File: src/design/ntc_thermistor_beta_temperature_core_defines.svh
// ----------------------------------------------------------------------------
// NTC Beta temperature core: assertion macros
// Shared concurrent assertion shorthands for the NTC temperature core.
// ----------------------------------------------------------------------------
`ifndef NTC_THERMISTOR_BETA_TEMPERATURE_CORE_DEFINES_SVH
`define NTC_THERMISTOR_BETA_TEMPERATURE_CORE_DEFINES_SVH

// A condition that must hold at every clock edge out of reset.
`define NTCB_ASSERT_ALWAYS(lbl, cond, msg) \
  lbl: assert property (@(posedge clk_i) disable iff (!rst_ni) (cond)) \
    else $error(msg);

// An implication checked in the same cycle.
`define NTCB_ASSERT_IMP(lbl, ante, cons, msg) \
  lbl: assert property (@(posedge clk_i) disable iff (!rst_ni) (ante) |-> (cons)) \
    else $error(msg);

`endif

File: src/design/ntcb_div.sv
// ----------------------------------------------------------------------------
// Pipelined restoring divider
// One quotient bit per register stage, with a side payload carried along.
// The numerator must be below the divisor shifted left by the quotient width.
// ----------------------------------------------------------------------------
module ntcb_div #(
  parameter int NW = 8,
  parameter int DW = 8,
  parameter int QW = 8,
  parameter int PW = 1
) (
  input  logic          clk_i,
  input  logic          rst_ni,
  input  logic          en_i,
  input  logic          valid_i,
  input  logic [NW-1:0] num_i,
  input  logic [DW-1:0] den_i,
  input  logic [PW-1:0] pay_i,
  output logic          valid_o,
  output logic [QW-1:0] quo_o,
  output logic [PW-1:0] pay_o
);

  localparam int CW = (NW > DW) ? NW : DW;

  logic          v_s   [QW+1];
  logic [NW-1:0] rem_s [QW+1];
  logic [DW-1:0] den_s [QW+1];
  logic [QW-1:0] quo_s [QW+1];
  logic [PW-1:0] pay_s [QW+1];

  // Stage zero is the input itself.
  assign v_s[0]   = valid_i;
  assign rem_s[0] = num_i;
  assign den_s[0] = den_i;
  assign quo_s[0] = '0;
  assign pay_s[0] = pay_i;

  for (genvar k = 0; k < QW; k++) begin : g_stage
    localparam int Bit = QW - 1 - k;

    logic [CW-1:0] hi;
    logic [CW-1:0] dx;
    logic          take;
    logic [NW-1:0] rem_d;
    logic [QW-1:0] quo_d;

    // Trial subtraction of the divisor at this bit weight.
    always_comb begin
      hi    = CW'(rem_s[k] >> Bit);
      dx    = CW'(den_s[k]);
      take  = (hi >= dx);
      rem_d = take ? (rem_s[k] - (NW'(den_s[k]) << Bit)) : rem_s[k];
      quo_d = quo_s[k];
      quo_d[Bit] = take;
    end

    always_ff @(posedge clk_i or negedge rst_ni) begin
      if (!rst_ni) begin
        v_s[k+1] <= 1'b0;
      end else if (en_i) begin
        v_s[k+1] <= v_s[k];
      end
    end

    always_ff @(posedge clk_i) begin
      if (en_i) begin
        rem_s[k+1] <= rem_d;
        den_s[k+1] <= den_s[k];
        quo_s[k+1] <= quo_d;
        pay_s[k+1] <= pay_s[k];
      end
    end
  end

  assign valid_o = v_s[QW];
  assign quo_o   = quo_s[QW];
  assign pay_o   = pay_s[QW];

endmodule

File: config.mk
export PLATFORM = sky130hd
export DESIGN_NAME = ntcb_div
export DESIGN_NICKNAME = d
export VERILOG_FILES = /design/src/design/ntc_thermistor_beta_temperature_core_defines.svh /design/src/design/ntcb_div.sv
export SDC_FILE = /design/constraint.sdc
export NUM_CORES = 1
export LEC_CHECK = 0
export ABC_CLOCK_PERIOD_IN_PS = 2500
export BUFFER_PORTS_ARGS = -buffer_cell sky130_fd_sc_hd__buf_2
export CAP_MARGIN = 20
export CORE_UTILIZATION = 40
export DETAILED_ROUTE_END_ITERATION = 8
export HOLD_SLACK_MARGIN = 0.06
export PLACE_DENSITY = 0.63
export SYNTH_ARGS = -nofsm -noshare
export SYNTH_HDL_FRONTEND = slang
export SYNTH_SLANG_ARGS = --single-unit
File: constraint.sdc
create_clock -name clk_i -period 2.5 [get_ports clk_i]
set_input_delay 0.5 -clock clk_i [delete_from_list [all_inputs] [get_ports clk_i]]
set_output_delay 0.5 -clock clk_i [all_outputs]
set_load 0.02 [all_outputs]
==> flow_summary.toml <==
[timing]
fin_skew_ps = 7.74
finalCritPeriodShare_pct = 95.9
hold_viol = 0
setup_violations = 0
tns_ps = 0
rsz0062_at_grt = "no"
tightest_slew_ps = 605
maxSlewViolCount = 0
fin_crit_ps = 2400
layout_setup_ws_ps = 102
max_freq_ghz = 0.417
slew_headroom_pct = 59.3

[drt]
wl_met2_mm = 5.01
vias_per_cell = 4.80
top_layer = "met4"
wl_met1_mm = 3.76
wl_per_cell_um = 13.5
detail_route.first_pass.iterations = 4
post-route-drc-count = 0
routed-via-count = 3294
totalWireLength_mm = 9.26
wl_met3_um = 334
drtAntennaViolNets = 0
drt_first_iter_violations = 172

[clock_network]
clk_pin_slew_ps = 60
cts_max_path_buffers = 2
cts_buffers = 17
clk_latency_ps = 410
clockRootBuffer = "clkbuf_16"
cts_tree = "done"
cts.sinks = 164
htreeDepth = 4
post_cts_buffers = 0

[die]
core_um2 = 16100
initial_core_util_pct = 41.5
die_w_um = 131
dieHeight_um = 131
die_area_um2 = 17300
ios = 31
rows = 46

[placement]
placed_area_um2 = 7180
portBuffers = 30
gp_congestion = 0.822
pre_cts_ws_ps = 73.7
dp_hpwl_mm = 6.33

[yosys]
synth_edf_count = 156
synthMuxAreaShare_pct = 4.73
netlist_instances = 405
synthArstFlopShare_pct = 4.88
synth_top_family_by_area = "adder cells"
postSynthAreaPerCell_um2 = 16.5
ys_ff_latch = 164
syn_nets = 468
synthSimpleGateAreaFrac_pct = 4.26
yosys_most_used_dff = "edfxtp_1"
yosys_warnings = 0
netlist-cell-type-count = 42
yosys.area_share.xor_xnor_pct = 1.18
ys_seq_area_share_pct = 73.0
synthAdderAreaFrac_pct = 8.52
synth_compound_area_share_pct = 5.10
synthesis.area_um2 = 6690

[worst_setup_path]
end_kind = "flop"
crit_start = "g_stage[6].dx[0]$_DFFE_PP_"
critPathCapture = "g_stage[7].hi[4]$_DFFE_PP_"
max_stage_delay_ps = 410
ff2ff_setup_slack_ps = 100
worstSetupPathType = "reg -> reg"
critical_path_arrival_ps = 2560
r2r_cells = 7
path_delay_family = "adder cells"
r2r_end = "g_stage[7].hi[4]$_DFFE_PP_"
cp.depth = 7
cp_slowest_cell = "edfxtp_1"
cp-start-kind = "flop"
crit_fanout = 8
required_ps = 2660
crit_chain = "ha_1, fa_1, nand2b_1, a21oi_1, a41oi_1, o22a_2, mux2_1"
worstReg2RegStart = "g_stage[6].dx[0]$_DFFE_PP_"
critPathBufInv = 0

[global_route]
grt_pass1_vias = 3493
antenna_found_initial = 0
grt.total_usage_pct = 11.8
grt_pass1_wl_mm = 15.7
grt_overflow = 0
grt_max_degree = 65

[pwr]
power.share.clock_pct = 39.8
internal-power_mw = 5.07
p_sw_share_pct = 21.6
leakage_nw = 3.09
p_sw_mw = 1.40
seq_power_share_pct = 51.6
comb_power_share_pct = 8.6
ir_drop_mv = 0.635
power_density_nw_per_um2 = 831

[final_layout]
nets = 520
diodes = 0
final_area_um2 = 7780
drive_above_1_share_pct = 19.1
areaGrowthSynthToFinish_pct = 16.3

[job]
drv_cap = 0

[status]
status = "complete, no violations"

[min_path]
hold_path_depth = 1
hold_path.class = "in -> reg"
-- layout by cell type, fill, tap and decap left out, drive strengths merged, types with 6 or more instances in the layout --
cell,synthesis,layout
edfxtp,156,156
inv,55,55
ha,36,36
buf,1,34
mux2,21,21
clkbuf,1,19
o21ai,18,18
nand2,15,15
a21oi,13,13
nor2,12,12
nor4,8,8
mux2i,8,8
dfrtp,8,8
fa,6,6
-- cells by family (layout without fill, tap and decap cells) --
kind of cell	count (synthesis)	in the layout
compound gates	51	51
fa+ha+maj	42	42
mux	29	29
buf+inv	57	122
simple gates	53	53
flops	164	164
xor+xnor	9	9
-- metrics by stage --
| stage | power [mW] | std cells | hold slack (ps) | utilization [%] |
|---|---|---|---|---|
| final | 6.46 | 686 | 259 | 48.3 |
| after global routing | 6.75 | 686 | 230 | 48.3 |
| after CTS | 6.55 | 686 | 229 | 48.3 |
| after detailed placement | 3.95 | 653 | 344 | 44.5 |
| after global placement | 3.91 | 653 | 339 | 44.5 |
| after floorplan | 3.74 | 405 | 204 | - |
-- metal layers --
layer | GRT usage, % | vias up
met4 | 6.27 | 0
met5 | 0 | -
met2 | 21.3 | 68
met3 | 3.97 | 15
met1 | 11.9 | 1602
li1 | - | 1609
-- worst register-to-register path, delay by kind of cell, from the launching register on --
| kind | cells | cell delay [ps] |
|---|---|---|
| compound gates | 3 | 590 |
| fa+ha+maj | 2 | 640 |
| flops | 1 | 410 |
| mux | 1 | 330 |
| simple gates | 1 | 190 |
-- Yosys cell counts, types with 2 or more instances --
master    number  area [um2]
edfxtp_1     156        4680
inv_1         54         203
ha_1          36         450
mux2_2        19         214
o21ai_0       17        85.1
nand2_1       15        56.3
a21oi_1       13        65.1
nor2_1        12        45.0
dfrtp_1        8         200
mux2i_1        8        80.1
nor4_1         8        50.1
fa_1           6         120
xnor2_1        5        43.8
nand2b_1       4        25.0
nor2b_1        4        25.0
xor2_1         4        35.0
a21o_1         3        22.5
a311o_1        3        30.0
a31oi_1        2        12.5
mux2_1         2        22.5
nand3_1        2        10.0
nor3b_1        2        15.0
o21a_1         2        15.0
o31a_1         2        17.5
-- area by class of cell --
class / count / area, um2
inverters: 55 / 206
flip-flops and latches: 164 / 4880
clock buffers: 19 / 433
well taps: 216 / 270
multi-input cells: 184 / 1590
clock inverters: 13 / 160
fillers: 1384 / 8330
repair buffers: 35 / 234
-- sequential cells by signal (all words and copies together) (netlist names) --
name / flops
quo_o: 8
pay_o: 1
g_stage.quo_d: 28
valid_o: 1
pay_s: 7
v_s: 7
g_stage.hi: 35
rem_s: 21
g_stage.dx: 56
-- what timing repair did --
| item | 4_1_cts | 5_1_grt |
|---|---|---|
| hold endpoints to repair | 8 | 0 |
| hold buffers | 1 | 0 |
| endpoints found under the setup margin | 0 | 5 |
| resized for setup | 0 | 1 |
-- worst min path at each step --
stage / start / to
floorplan: rst_ni / v_s[1]$_DFFE_PN0P_
global placement: rst_ni / v_s[7]$_DFFE_PN0P_
detailed placement: rst_ni / v_s[6]$_DFFE_PN0P_
CTS: num_i[2] / rem_s[58]$_DFFE_PP_
global route: num_i[4] / rem_s[60]$_DFFE_PP_
finish: num_i[4] / rem_s[60]$_DFFE_PP_
-- power by group through the flow --
stage	clock (mW)	sequential (mW)	combinational (mW)
3_5_place_dp	0	3.40	0.555
2_1_floorplan	0	3.39	0.356
3_3_place_gp	0	3.38	0.523
6_report	2.57	3.34	0.554
4_1_cts	2.65	3.34	0.561
5_1_grt	2.77	3.36	0.629
(Power assumes the default switching activity.)
